### config.mk
export PLATFORM = sky130hd
export DESIGN_NAME = servo_status_packet_parser
export DESIGN_NICKNAME = d
export VERILOG_FILES = /design/src/sv/ssp_pkg.sv /design/src/sv/servo_status_packet_parser.sv
export SDC_FILE = /design/constraint.sdc
export NUM_CORES = 1
export LEC_CHECK = 0
export ABC_CLOCK_PERIOD_IN_PS = 7580
export BUFFER_PORTS_ARGS = -buffer_cell sky130_fd_sc_hd__clkbuf_2
export CAP_MARGIN = 20
export CORE_AREA = 2 2 108 110
export CTS_CLUSTER_DIAMETER = 150
export DETAILED_ROUTE_END_ITERATION = 8
export DIE_AREA = 0 0 110 112
export GPL_TIMING_DRIVEN = 0
export PLACE_DENSITY = 0.6
export SLEW_MARGIN = 20
export SYNTH_ARGS = -nofsm -noshare
export SYNTH_HDL_FRONTEND = slang
export SYNTH_SLANG_ARGS = --single-unit
### constraint.sdc
create_clock -name clk_i -period 7.58 [get_ports clk_i]
set_clock_uncertainty 0.05 [all_clocks]
set_input_delay 0 -clock clk_i [delete_from_list [all_inputs] [get_ports clk_i]]
set_output_delay 0 -clock clk_i [all_outputs]
set_load 0.005 [all_outputs]
### src/sv/ssp_pkg.sv
`default_nettype none

package ssp_pkg;

  localparam logic [7:0] SyncByte    = 8'hFF;
  localparam logic [7:0] LenOverhead = 8'd2;

  // Parser phase codes. Unused codes behave like PhSync1.
  localparam logic [2:0] PhSync1 = 3'd0;
  localparam logic [2:0] PhSync2 = 3'd1;
  localparam logic [2:0] PhId    = 3'd2;
  localparam logic [2:0] PhLen   = 3'd3;
  localparam logic [2:0] PhErr   = 3'd4;
  localparam logic [2:0] PhParam = 3'd5;
  localparam logic [2:0] PhCsum  = 3'd6;

  typedef enum logic [2:0] {
    EvParam    = 3'd0,
    EvOk       = 3'd1,
    EvCsumBad  = 3'd2,
    EvSync1Bad = 3'd3,
    EvSync2Bad = 3'd4
  } event_kind_e;

endpackage

`default_nettype wire

### src/sv/servo_status_packet_parser.sv
// Channel  Handshake              Payload
// rx       rx_valid_i/rx_ready_o  rx_byte_i
// ev       ev_valid_o/ev_ready_i  event_kind_o, servo_id_o, frame_length_o,
//                                 error_bits_o, param_index_o, param_byte_o,
//                                 frame_end_o
//
// One received word is accepted per cycle while rx_ready_o is high; its event,
// if any, appears in the output register on the next cycle.
// The single output register sets the rate: a new word is taken whenever that
// register is empty or is being drained in the same cycle.
// An asynchronous low reset returns the parser to hunting the first sync byte.
// A stall on the event side holds rx_ready_o low only while an event waits.
`default_nettype none

module servo_status_packet_parser
  import ssp_pkg::*;
(
  input  wire logic       clk_i,
  input  wire logic       rst_ni,
  input  wire logic       rx_valid_i,
  output logic            rx_ready_o,
  input  wire logic [7:0] rx_byte_i,
  output logic            ev_valid_o,
  input  wire logic       ev_ready_i,
  output logic [2:0]      event_kind_o,
  output logic [7:0]      servo_id_o,
  output logic [7:0]      frame_length_o,
  output logic [7:0]      error_bits_o,
  output logic [7:0]      param_index_o,
  output logic [7:0]      param_byte_o,
  output logic            frame_end_o
);

  logic [2:0] phase_q, phase_d;
  logic [7:0] held_id_q, held_id_d;
  logic [7:0] held_length_q, held_length_d;
  logic [7:0] held_error_q, held_error_d;
  logic [7:0] running_sum_q, running_sum_d;
  logic [7:0] params_left_q, params_left_d;

  logic        ev_valid_q, ev_valid_d;
  event_kind_e kind_q;
  logic [7:0]  id_q, len_q, err_q, idx_q, val_q;
  logic        end_q;

  logic        rx_fire;
  logic        emit;
  event_kind_e kind;
  logic        frame_info;
  logic [7:0]  idx;
  logic [7:0]  val;
  logic        frame_end;
  logic [7:0]  param_total;
  logic [7:0]  params_next;

  assign rx_ready_o = !ev_valid_q || ev_ready_i;
  assign rx_fire    = rx_valid_i && rx_ready_o;

  assign param_total = (held_length_q > LenOverhead) ? held_length_q - LenOverhead : 8'd0;
  assign params_next = (params_left_q != 8'd0) ? params_left_q - 8'd1 : 8'd0;

  always_comb begin
    phase_d       = phase_q;
    held_id_d     = held_id_q;
    held_length_d = held_length_q;
    held_error_d  = held_error_q;
    running_sum_d = running_sum_q;
    params_left_d = params_left_q;
    emit          = 1'b0;
    kind          = EvParam;
    frame_info    = 1'b0;
    idx           = 8'd0;
    val           = 8'd0;
    frame_end     = 1'b0;
    unique case (phase_q)
      PhSync2: begin
        if (rx_byte_i == SyncByte) begin
          phase_d = PhId;
        end else begin
          phase_d   = PhSync1;
          emit      = 1'b1;
          kind      = EvSync2Bad;
          frame_end = 1'b1;
        end
      end
      PhId: begin
        held_id_d     = rx_byte_i;
        running_sum_d = rx_byte_i;
        phase_d       = PhLen;
      end
      PhLen: begin
        held_length_d = rx_byte_i;
        running_sum_d = running_sum_q + rx_byte_i;
        params_left_d = (rx_byte_i > LenOverhead) ? rx_byte_i - LenOverhead : 8'd0;
        phase_d       = PhErr;
      end
      PhErr: begin
        held_error_d  = rx_byte_i;
        running_sum_d = running_sum_q + rx_byte_i;
        phase_d       = (params_left_q != 8'd0) ? PhParam : PhCsum;
      end
      PhParam: begin
        running_sum_d = running_sum_q + rx_byte_i;
        params_left_d = params_next;
        if (params_next == 8'd0) begin
          phase_d = PhCsum;
        end
        emit       = 1'b1;
        kind       = EvParam;
        frame_info = 1'b1;
        idx        = param_total - params_left_q;
        val        = rx_byte_i;
      end
      PhCsum: begin
        phase_d    = PhSync1;
        emit       = 1'b1;
        kind       = (rx_byte_i == ~running_sum_q) ? EvOk : EvCsumBad;
        frame_info = 1'b1;
        frame_end  = 1'b1;
      end
      default: begin
        // First sync byte, and any phase code that has no meaning.
        if (rx_byte_i == SyncByte) begin
          phase_d = PhSync2;
        end else begin
          phase_d   = PhSync1;
          emit      = 1'b1;
          kind      = EvSync1Bad;
          frame_end = 1'b1;
        end
      end
    endcase
  end

  assign ev_valid_d = (rx_fire && emit) || (ev_valid_q && !ev_ready_i);

  always_ff @(posedge clk_i or negedge rst_ni) begin
    if (!rst_ni) begin
      phase_q       <= PhSync1;
      held_id_q     <= 8'd0;
      held_length_q <= 8'd0;
      held_error_q  <= 8'd0;
      running_sum_q <= 8'd0;
      params_left_q <= 8'd0;
      ev_valid_q    <= 1'b0;
    end else begin
      ev_valid_q <= ev_valid_d;
      if (rx_fire) begin
        phase_q       <= phase_d;
        held_id_q     <= held_id_d;
        held_length_q <= held_length_d;
        held_error_q  <= held_error_d;
        running_sum_q <= running_sum_d;
        params_left_q <= params_left_d;
      end
    end
  end

  // The frame fields come from the held values before this word updates them.
  always_ff @(posedge clk_i) begin
    if (rx_fire && emit) begin
      kind_q <= kind;
      id_q   <= frame_info ? held_id_q : 8'd0;
      len_q  <= frame_info ? held_length_q : 8'd0;
      err_q  <= frame_info ? held_error_q : 8'd0;
      idx_q  <= idx;
      val_q  <= val;
      end_q  <= frame_end;
    end
  end

  assign ev_valid_o     = ev_valid_q;
  assign event_kind_o   = kind_q;
  assign servo_id_o     = id_q;
  assign frame_length_o = len_q;
  assign error_bits_o   = err_q;
  assign param_index_o  = idx_q;
  assign param_byte_o   = val_q;
  assign frame_end_o    = end_q;

  a_param_phase_has_work : assert property (@(posedge clk_i) disable iff (!rst_ni)
    (phase_q == PhParam) |-> (params_left_q != 8'd0))
    else $error("parameter phase entered with no parameter words left");

  a_end_matches_kind : assert property (@(posedge clk_i) disable iff (!rst_ni)
    ev_valid_o |-> (frame_end_o == (event_kind_o != EvParam)))
    else $error("frame_end disagrees with event kind");

  a_sync_err_clean : assert property (@(posedge clk_i) disable iff (!rst_ni)
    (ev_valid_o && (event_kind_o == EvSync1Bad || event_kind_o == EvSync2Bad))
      |-> (servo_id_o == 8'd0 && frame_length_o == 8'd0 && error_bits_o == 8'd0))
    else $error("sync error event carries frame fields");

  a_error_returns_to_hunt : assert property (@(posedge clk_i) disable iff (!rst_ni)
    (rx_fire && emit && frame_end) |=> (phase_q == PhSync1))
    else $error("parser did not return to hunting after a closing event");

endmodule

`default_nettype wire
Word level (Yosys, flattened, before mapping)
Index checks and enable logic that the tools add are counted.
W data, S select, Z words.

storage, ports and cells
  memory bits (writable) = 0
  input port bits = 12
  bits in read-only memories = 0
  register bits = 88
  logic and storage cells = 70
  memories kept = 0
  bits in latches = 0

cells by class
  multipliers = 0
  eq/ne operators = 9
  bitwise logic cells = 1
  reductions and logical operators = 21
  muxes and demuxes = 18
  shifts and indexed selects = 0
  div/mod/pow operators = 0
  magnitude comparators = 2
  $add $sub $neg = 5

operator list
  kind                   number
  $pmux W8 S2            2
  $mux W8                3
  $pmux W3 S6            1
  $gt A8 B2 Y1 const B   2
  $sub A8 B2 Y8 const B  2
  $reduce_and A2 Y1      6
  $eq A3 B3 Y1 const B   3
  $pmux W3 S3            1
  $add A8 B8 Y8          1
  $eq A8 B8 Y1           1
  $eq A8 B8 Y1 const B   1
  $logic_not A8 Y1       1
  $mux W2                4
  $not A8 Y8             1
  $reduce_bool A8 Y1     1
  $sub A8 B1 Y8 const B  1
  $sub A8 B8 Y8          1
  $eq A3 B2 Y1 const B   2
  $mux W3                2
  $reduce_or A3 Y1       2
  $pmux W1 S2            2
  $reduce_bool A2 Y1     2
  $reduce_or A4 Y1       1
  $eq A3 B1 Y1 const B   1
  other kinds (6)        12

Depth between registers and ports, before layout
Gate-level depths: netlist (run 1).

  depth after elaboration = 5
  mapped depth = 11

Worst setup path before layout (run 1)
No wires, ideal clock.

  path type = register to register
  from = register phase_q[2]
  to = register err_q[0] (netlist: error_bits_o[0]) (enable)
  data required time = 6.975 ns
  arrival = 5.217 ns
  setup slack = 1.758 ns
  path buffers = 1
  library setup time = 0.555 ns
  cell stages (with the launch flop) = 5
  clock period less this slack = 5.822 ns
  cell sequence = dfrtp_1 -> clkbuf_1 -> nor2b_1 -> nor2b_1 -> nor4_1

on the way
  cells in the longest elaborated chain, start to end = 4
  elaborated cells on any way between the ends = 9

RTL lines
  what                                                            RTL line                           text
  from (decl)                                                     servo_status_packet_parser.sv:34   logic [2:0] phase_q, phase_d;
  from (signal assigned)                                          servo_status_packet_parser.sv:139  phase_q <= PhSync1;
  from (signal assigned)                                          servo_status_packet_parser.sv:149  phase_q <= phase_d;
  $eq A3 B3 Y1 or $eq A3 B2 Y1 (tied branches)                    servo_status_packet_parser.sv:75   unique case (phase_q)
  $reduce_or A3 Y1 (no line) or $reduce_or A2 Y1 (tied branches)  n/a
  $pmux W1 S2 *                                                   servo_status_packet_parser.sv:75
  $logic_and A1 B1 Y1 *                                           servo_status_packet_parser.sv:161  if (rx_fire && emit) begin
  to (signal assigned)                                            servo_status_packet_parser.sv:165  err_q <= frame_info ? held_error_q : 8'd0;
  to (decl)                                                       servo_status_packet_parser.sv:43   logic [7:0] id_q, len_q, err_q, idx_q, val_q;

Every way passes the cells marked *; elsewhere a longest branch is shown, timed or not.
A chain may end at the register's enable or synchronous reset.

Final worst setup path (run 1)
  from = register held_length_q[3]
  to = register idx_q[7] (netlist: param_index_o[7]) (data pin)

on the way
  cells in the longest elaborated chain, start to end = 3
  elaborated cells on any way between the ends = 4

RTL lines
  what                                           RTL line                           text
  from (decl)                                    servo_status_packet_parser.sv:36   logic [7:0] held_length_q, held_length_d;
  from (signal assigned)                         servo_status_packet_parser.sv:151  held_length_q <= held_length_d;
  $sub A8 B2 Y8 or $gt A8 B2 Y1 (tied branches)  servo_status_packet_parser.sv:59   assign param_total = (held_length_q > LenOverhead) ? held_length_q - LenOverhead : 8'd0;
  $mux W8 *                                      servo_status_packet_parser.sv:59
  $sub A8 B8 Y8 *                                servo_status_packet_parser.sv:111  idx = param_total - params_left_q;
  to (signal assigned)                           servo_status_packet_parser.sv:166  idx_q <= idx;
  to (decl)                                      servo_status_packet_parser.sv:43

Marks and branches as above.

==> flow_summary.yaml, run 1 <==
die:
  row_count: 39
  core_area_um2: 11200
  die_h_um: 112
  die_area_um2: 12300
  start_util_pct: 41.2
  die_w_um: 110
  io_pins: 58
worst_setup_path:
  r2r-start: "held_length_q[3]"
  cp.required_ns: 7.61
  end_kind: "flip-flop"
  critPathBufInv: 1
  path_delay_family: "simple AND/OR/NAND/NOR gates"
  worst-path-stages: 11
  ff2ff_path_depth: 11
  worstPathArrival_ns: 3.01
  worst_setup_path_start_kind: "flip-flop"
  critPathKind: "reg2reg"
  critPathMaxFanout: 6
  crit_path_cell_trace: "nor4_1, and3b_1, or2_2, inv_1, ha_1, nor2b_1, o21ai_0, a21oi_1, o41ai_1, xnor2_1, nor2_1"
  worst_path_largest_cell_delay_ns: 0.45
  cp_slowest_cell: "dfrtp_1"
  startpoint: "held_length_q[3]"
min_path:
  hold_start: "rx_byte_i[0]"
  hold_class: "in2reg"
  worstHoldPathCells: 3
finish:
  area_delta_synth_final_pct: 17.2
  finalNetCount: 538
  layout_common_cells: "clkbuf_2, edfxtp_1, dfrtp_1, nor2_1, nand2_1"
  diodes: 0
  postLayoutCellArea_um2: 5400
  mostFrequentLayoutCell: "clkbuf_2"
  drive_gt1_share_pct: 20.6
cts:
  cts_tree: "done"
  clk_transition_reported_paths_ns: 0.07
  ctsResizeCount: 0
  cts-buffers-inserted: 9
  root_buffer: "clkbuf_16"
  htree_levels: 3
  clk_path_buf_depth: 2
  cts_setup_buffers: 0
  clkSinkCount: 88
  ctsHoldBuffers: 1
  insertion_delay_ns: 0.34
power:
  swShare_pct: 23.9
  power.total_uw: 1010
  ir_drop_mv: 0.0993
  switchingPower_uw: 241
  p_leak_uw: 0.00238
  pwr-share-seq_pct: 51.9
  p_per_area_nw_per_um2: 187
  p_int_uw: 767
  power.share.clock_pct: 40.7
  p_comb_share_pct: 7.4
flow_run:
  cap_violations: 0
timing:
  setup_slack_ns: 4.60
  setup_viol: 0
  rsz0062_at_grt: "false"
  final_hold_viol_count: 0
  hold_ws_ns: 0.0231
  fin_crit_ns: 2.98
  drv_slew: 0
  finalCritPeriodShare_pct: 39.3
  fmax_ghz: 0.336
  tightest_slew_ns: 0.789
  slew_headroom_pct: 47.0
place:
  placed_area_um2: 5120
  pre_cts_ws_ns: 4.59
  place_congestion: 0.854
  hpwl_mm: 7.22
  portBuffers: 57
detailed_routing:
  drtAntennaViolNets: 0
  firstDrtPassIters: 4
  drtIter0Drc: 202
  viasPerCell: 5.28
  wl_per_cell_um: 15.3
  drc_errors: 0
  vias: 3450
  drt_wl_total_mm: 10.0
global_routing:
  grtUsageMet3_pct: 3.28
  grt_busiest_layer: "met2"
  overflow: 0
  grt_first_pass_wirelength_mm: 16.6
  use_met1_pct: 25.7
  grt_max_degree: 45
  grt_antenna_before_repair: 0
  use_met2_pct: 26.5
  grt_pass1_vias: 3255
  grt_use_total_pct: 17.7
logic_synthesis:
  synth.avg_cell_area_um2: 10.7
  synth_edf_count: 44
  syn_area_um2: 4610
  synth_fp_nets: 462
  syn_inst: 429
  synthFlopType: "edfxtp_1"
  yosysWarnings: 0
  synth_cell_types: 52
  ys_ff_latch: 88
  async_flop_share_pct: 50.0
  seq_area_frac_synth_pct: 52.6
outcome:
  outcome: "finished, final reports clean"
## synthesized netlist by cell type (10+ instances only)
cell type,instances,share of area [%]
clkbuf_1,18,1.5
nor2_1,38,3.1
xnor2_1,11,2.1
inv_1,18,1.5
nor3_1,15,1.6
a21oi_1,12,1.3
ha_1,19,5.2
o21ai_0,31,3.4
edfxtp_1,44,29
nand2_1,34,2.8
and2_1,27,3.7
nor2b_1,10,1.4
mux2_2,16,3.9
dfrtp_1,44,24
## sequential cells by signal, indices dropped and copies added (netlist names), 3 cells and up
| register | flops |
|---|---|
| error_bits_o | 8 |
| frame_length_o | 8 |
| held_error_q | 8 |
| held_id_q | 8 |
| held_length_q | 8 |
| param_byte_o | 8 |
| param_index_o | 8 |
| params_left_q | 8 |
| running_sum_q | 8 |
| servo_id_o | 8 |
| event_kind_o | 3 |
| phase_q | 3 |
## cell families after synthesis
family,count (synthesis),share of synthesized area (%)
and+or+nand+nor,156,17.1
xor gates and xnor gates,18,3.42
DFF,88,52.6
adders and majority gates,21,6.03
buffers and inverters,38,3.26
AOI/OAI and AO/OA,87,12.6
muxes,21,5.00
## worst register-to-register path, stage by stage (launching register included)
cell and delay (ns):
dfrtp_1 0.45, nor4_1 0.37, and3b_1 0.31, or2_2 0.18, inv_1 0.05, ha_1 0.26
nor2b_1 0.13, o21ai_0 0.23, a21oi_1 0.14, o41ai_1 0.33, xnor2_1 0.17, nor2_1 0.05
## final cells by class
class	instances	area [um2]
sequential	88	2420
timing repair buffer	65	335
fill	1048	5780
inverter	18	67.6
multi-input combinational	303	2040
tap	143	179
buffer	20	82.6
clock buffer	9	225
clock inverter	7	45.0
## metal layers
metal / vias to the layer above / share of wire (%)
met1: 1655 / 47
li1: 1693 / -
met4: 0 / 1.6
met3: 15 / 5.9
met2: 87 / 46
met5: - / 0
## power by group through the flow
stage / combinational [uW] / clock, uW / sequential [uW]
final: 74.2 / 411 / 524
after global routing: 83.5 / 439 / 525
after CTS: 75.2 / 416 / 524
after detailed placement: 74.4 / 0 / 533
after global placement: 70.3 / 0 / 536
after floorplan: 35.4 / 0 / 536
## metrics by stage
step | std cells | utilization [%] | TNS [ns]
6_report | 653 | 48.3 | 0
3_5_place_dp | 636 | 45.8 | 0
2_1_floorplan | 429 | - | 0
3_3_place_gp | 629 | 45.4 | -14.72
5_1_grt | 653 | 48.3 | 0
4_1_cts | 653 | 48.3 | 0
## worst paths after layout
path | slack (ns) | to
setup / recovery | 4.60 | param_index_o[7]
min in group asynchronous | 0.18 | running_sum_q[3]
max in group asynchronous | 6.87 | held_error_q[2]
hold reg to reg | 0.43 | held_id_q[2]
hold / removal | 0.02 | running_sum_q[0]
setup reg to reg | 4.60 | param_index_o[7]
Note: power is estimated with default switching activity, not from simulation.
==> run 2: changes to the inputs <==
ABC_CLOCK_PERIOD_IN_PS = 2800   (was 7580)
clock period = 2.8 ns   (was 7.58 ns; I/O delays follow)
==> flow_summary.yaml, run 2 (same netlist as run 1, synthesis figures left out) <==
finish:
  area_delta_synth_final_pct: 20.7
  layout_common_cells: "clkbuf_2, edfxtp_1, dfrtp_1, nor2_1, nand2_1"
  nFillCells: 1035
  mostFrequentLayoutCell: "clkbuf_2"
  multiInputGateArea_um2: 2110
  seq_area_um2: 2430
  fin_util_pct: 49.8
  diodes: 0
  drive_gt1_share_pct: 24.9
  finalNetCount: 543
flow_run:
  cap_violations: 0
global_routing:
  overflow: 0
  grt_use_total_pct: 17.5
  grt_pass1_vias: 3305
  grt_max_degree: 45
  grt_first_pass_wirelength_mm: 16.4
  grt_antenna_before_repair: 0
detailed_routing:
  wl_per_cell_um: 15.6
  wl_met3_um: 528
  drtIter0Drc: 205
  viasPerCell: 5.26
  met2_length_mm: 4.86
  drt_wl_total_mm: 10.3
  drtAntennaViolNets: 0
  routed.top_layer: "met4"
  firstDrtPassIters: 4
  vias: 3461
  wl_met1_mm: 4.72
  drc_errors: 0
cts:
  clk_transition_reported_paths_ns: 0.07
  clk_path_buf_depth: 2
  clkSinkCount: 88
  cts_tree: "done"
  cts-buffers-inserted: 9
  root_buffer: "clkbuf_16"
  insertion_delay_ns: 0.34
  htree_levels: 3
worst_setup_path:
  path_delay_family: "compound AO/OA/AOI/OAI gates"
  cp_common_cell: "o31ai_1"
  rrSetupSlack_ns: 0.12
  end_kind: "flip-flop"
  worst-path-stages: 9
  worst_path_largest_cell_delay_ns: 0.44
  worst_setup_path_start_kind: "flip-flop"
  critPathKind: "reg2reg"
  critPathMaxFanout: 8
  critPathBufInv: 2
  crit_path_cell_trace: "inv_1, ha_4, or3b_1, buf_6, or3_1, a221oi_2, o221ai_2, o31ai_1, o31ai_1"
  reg2reg_to: "phase_q[0]"
  r2r-start: "params_left_q[0]"
  cp.required_ns: 2.96
  cp_slowest_cell: "dfrtp_2"
  worstPathArrival_ns: 2.83
  ff2ff_path_depth: 9
timing:
  drv_slew: 0
  finalCritPeriodShare_pct: 95.6
  final_hold_viol_count: 0
  slew_headroom_pct: 39.2
  fin_crit_ns: 2.68
  setup_viol: 0
  fmax_ghz: 0.374
  tightest_slew_ns: 0.903
power:
  power.share.clock_pct: 42.8
  p_int_uw: 2170
  swShare_pct: 23.3
  p_leak_uw: 0.00243
  power.total_uw: 2840
  pwr-share-seq_pct: 50.0
  p_per_area_nw_per_um2: 510
  ir_drop_mv: 0.226
  switchingPower_uw: 662
  p_comb_share_pct: 7.2
min_path:
  hold_class: "in2reg"
  hold_start: "rx_valid_i"
  hold_end: "ev_valid_o"
  worstHoldPathCells: 3
place:
  place_congestion: 0.849
  portBuffers: 57
  hpwl_mm: 7.30
die:
  die_area_um2: 12300
  die_h_um: 112
  row_count: 39
  start_util_pct: 41.2
  io_pins: 58
  die_w_um: 110
  core_area_um2: 11200
outcome:
  outcome: "finished, final reports clean"
[run 2: cell type report]
cell class | count | share of cell area (%)
Sequential cell | 88 | 43.7
Multi-Input combinational cell | 303 | 37.9
Timing Repair Buffer | 70 | 7.04
Clock buffer | 10 | 4.12
Tap cell | 143 | 3.22
Buffer | 20 | 1.58
Clock inverter | 6 | 1.22
Inverter | 18 | 1.22
[run 2: timing repair]
action / CTS / global route
pin swaps: 1 / 6
hold endpoints to repair: 44 / 0
buffers inserted: 1 / 7
gates cloned: 0 / 0
hold buffers: 1 / 0
setup endpoints to repair: 2 / 4
resized for setup: 3 / 16
[run 2: worst max path at each step]
| stage | to | slack [ns] | from |
|---|---|---|---|
| after floorplan | error_bits_o[0] | 0.02 | phase_q[0] |
| after global placement | error_bits_o[2] | -0.78 | rx_byte_i[5] |
| after detailed placement | param_index_o[7] | -0.12 | held_length_q[3] |
| after CTS | param_index_o[6] | 0.002 | held_length_q[3] |
| after global routing | param_index_o[7] | -0.02 | held_length_q[6] |
| final | phase_q[0] | 0.12 | params_left_q[0] |
[run 2: tightest hold or removal path: cells and delay by family]
family / cells / cell delay, ns
AND/OR/NAND/NOR: 1 / 0.15
AO/OA/AOI/OAI: 1 / 0.11
buffers and inverters: 1 / 0.10
[run 2: layer usage]
metal,track usage [%],up-vias
li1,-,1703
met1,24.3,1645
met2,26.7,99
met3,2.58,14
met4,8.02,0
met5,0,-
[run 2: per-stage QoR]
step,setup slack (ns),TNS [ns],std cells,instance area [um2],hold slack (ns)
floorplan,0.0168,0,429,4640,-0.346
global placement,-0.776,-34.10,629,5100,0.240
detailed placement,-0.125,-0.198,633,5140,0.0485
CTS,0.00153,0,651,5470,0.0139
global route,-0.0167,-0.0167,658,5560,0.0267
finish,0.123,0,658,5560,0.0198
[run 2: power by group through the flow]
stage | clock [uW] | combinational, uW | sequential (uW)
3_3_place_gp | 0 | 191 | 1450
2_1_floorplan | 0 | 98.1 | 1450
3_5_place_dp | 0 | 202 | 1440
4_1_cts | 1230 | 204 | 1420
5_1_grt | 1280 | 228 | 1420
6_report | 1210 | 204 | 1420
==> run 3: changes to the inputs <==
SETUP_SLACK_MARGIN = 0.3   (was default)
==> flow_summary.yaml, run 3 (same netlist as run 1, synthesis figures left out) <==
cts:
  insertion_delay_ns: 0.35
  cts_tree: "done"
  clk_transition_reported_paths_ns: 0.07
  clkSinkCount: 88
  clk_path_buf_depth: 2
  htree_levels: 3
  cts-buffers-inserted: 9
  root_buffer: "clkbuf_16"
worst_setup_path:
  worst_setup_path_start_kind: "flip-flop"
  reg2reg_to: "param_index_o[6]"
  worstPathArrival_ns: 2.73
  end_kind: "flip-flop"
  critPathMaxFanout: 4
  r2r-start: "held_length_q[6]"
  critPathKind: "reg2reg"
  ff2ff_path_depth: 11
  cp.required_ns: 2.93
  rrSetupSlack_ns: 0.20
flow_run:
  cap_violations: 0
die:
  start_util_pct: 41.2
  die_w_um: 110
  io_pins: 58
  die_h_um: 112
  die_area_um2: 12300
  core_area_um2: 11200
  row_count: 39
place:
  placed_area_um2: 5190
  place_congestion: 0.864
  portBuffers: 57
  hpwl_mm: 7.35
  numPlacedInstances: 633
finish:
  fin_util_pct: 52.2
  drive_gt1_share_pct: 30.5
  area_delta_synth_final_pct: 26.7
  finalNetCount: 559
  postLayoutCellArea_um2: 5830
  seq_area_um2: 2430
  diodes: 0
  multiInputGateArea_um2: 2220
  final_cells: 674
  nFillCells: 1034
  mostFrequentLayoutCell: "clkbuf_2"
  layout_common_cells: "clkbuf_2, edfxtp_1, dfrtp_1, nor2_1, nand2_1"
power:
  ir_drop_mv: 0.259
  power.total_uw: 2870
  p_per_area_nw_per_um2: 491
  p_leak_uw: 0.00256
timing:
  slew_headroom_pct: 51.7
  tightest_slew_ns: 0.719
  fin_crit_ns: 2.60
  finalCritPeriodShare_pct: 92.7
  hold_ws_ns: 0.0120
  final_hold_viol_count: 0
  setup_viol: 0
  rsz0062_at_grt: "true"
  fmax_ghz: 0.385
  drv_slew: 0
global_routing:
  grt_max_degree: 45
  grt_antenna_before_repair: 0
  grt_pass1_vias: 3446
  grt_use_total_pct: 18.1
  overflow: 0
  grt_first_pass_wirelength_mm: 17.1
min_path:
  hold_start: "rx_byte_i[0]"
  hold_class: "in2reg"
  hold_end: "running_sum_q[0]"
  worstHoldPathCells: 3
detailed_routing:
  drtAntennaViolNets: 0
  vias: 3546
  viasPerCell: 5.26
  wl_per_cell_um: 15.8
  drtIter0Drc: 196
  drc_errors: 0
  drt_wl_total_mm: 10.6
  firstDrtPassIters: 4
outcome:
  outcome: "finished, final reports clean"
[run 3: worst max-delay path, stage by stage (launching register included)]
cell	delay, ns
dfrtp_2	0.44
nor4_4	0.30
and3b_2	0.27
nand2b_4	0.16
ha_4	0.16
fa_2	0.21
nor2b_2	0.05
o21ai_2	0.16
a21boi_2	0.08
o21a_1	0.19
o21a_1	0.17
nor3_1	0.17
[run 3: worst max path at each step]
stage,start,endpoint,slack (ns),cells past startpoint
after floorplan,phase_q[0],error_bits_o[0],0.08,3
after global placement,rx_byte_i[6],param_index_o[0],-0.68,6
after detailed placement,held_length_q[1],param_index_o[6],0.01,11
after CTS,held_length_q[3],param_index_o[7],0.17,11
after global routing,held_length_q[6],param_index_o[3],0.11,13
final,held_length_q[6],param_index_o[6],0.20,11
[run 3: through the flow]
| step | TNS (ns) | setup slack (ns) |
|---|---|---|
| 4_1_cts | 0 | 0.170 |
| 2_1_floorplan | 0 | 0.0768 |
| 3_3_place_gp | -29.63 | -0.677 |
| 5_1_grt | 0 | 0.107 |
| 6_report | 0 | 0.204 |
| 3_5_place_dp | 0 | 0.0109 |
[run 3: metal layers]
layer	share of wire (%)	wire length, um	global-route usage [%]	vias to the layer above
met4	2.4	250	7.17	0
met5	0	0	0	-
li1	-	-	-	1744
met1	46	4880	24.7	1699
met3	4.7	498	5.04	17
met2	47	5010	27.3	86
[run 3: final cells by class]
| class | count | area share, % |
|---|---|---|
| clock buffer | 11 | 4.52 |
| inverter | 18 | 1.16 |
| sequential | 88 | 41.6 |
| multi-input combinational | 303 | 38.0 |
| clock inverter | 5 | 0.772 |
| tap | 143 | 3.07 |
| timing repair buffer | 86 | 9.03 |
| buffer | 20 | 1.78 |
[run 3: report_power, final]
part           switching [uW]  leakage, uW  internal (uW)  total (uW)
clock                     530     0.000150            694        1220
combinational             134      0.00140           92.4         226
sequential               17.8      0.00101           1400        1420
[run 3: repair_timing]
item	CTS	global route
hold buffers	1	0
setup endpoints to repair	7	9
resized for setup	12	27
pin swaps	5	14
buffers inserted	9	15
endpoints found under the hold margin	44	0
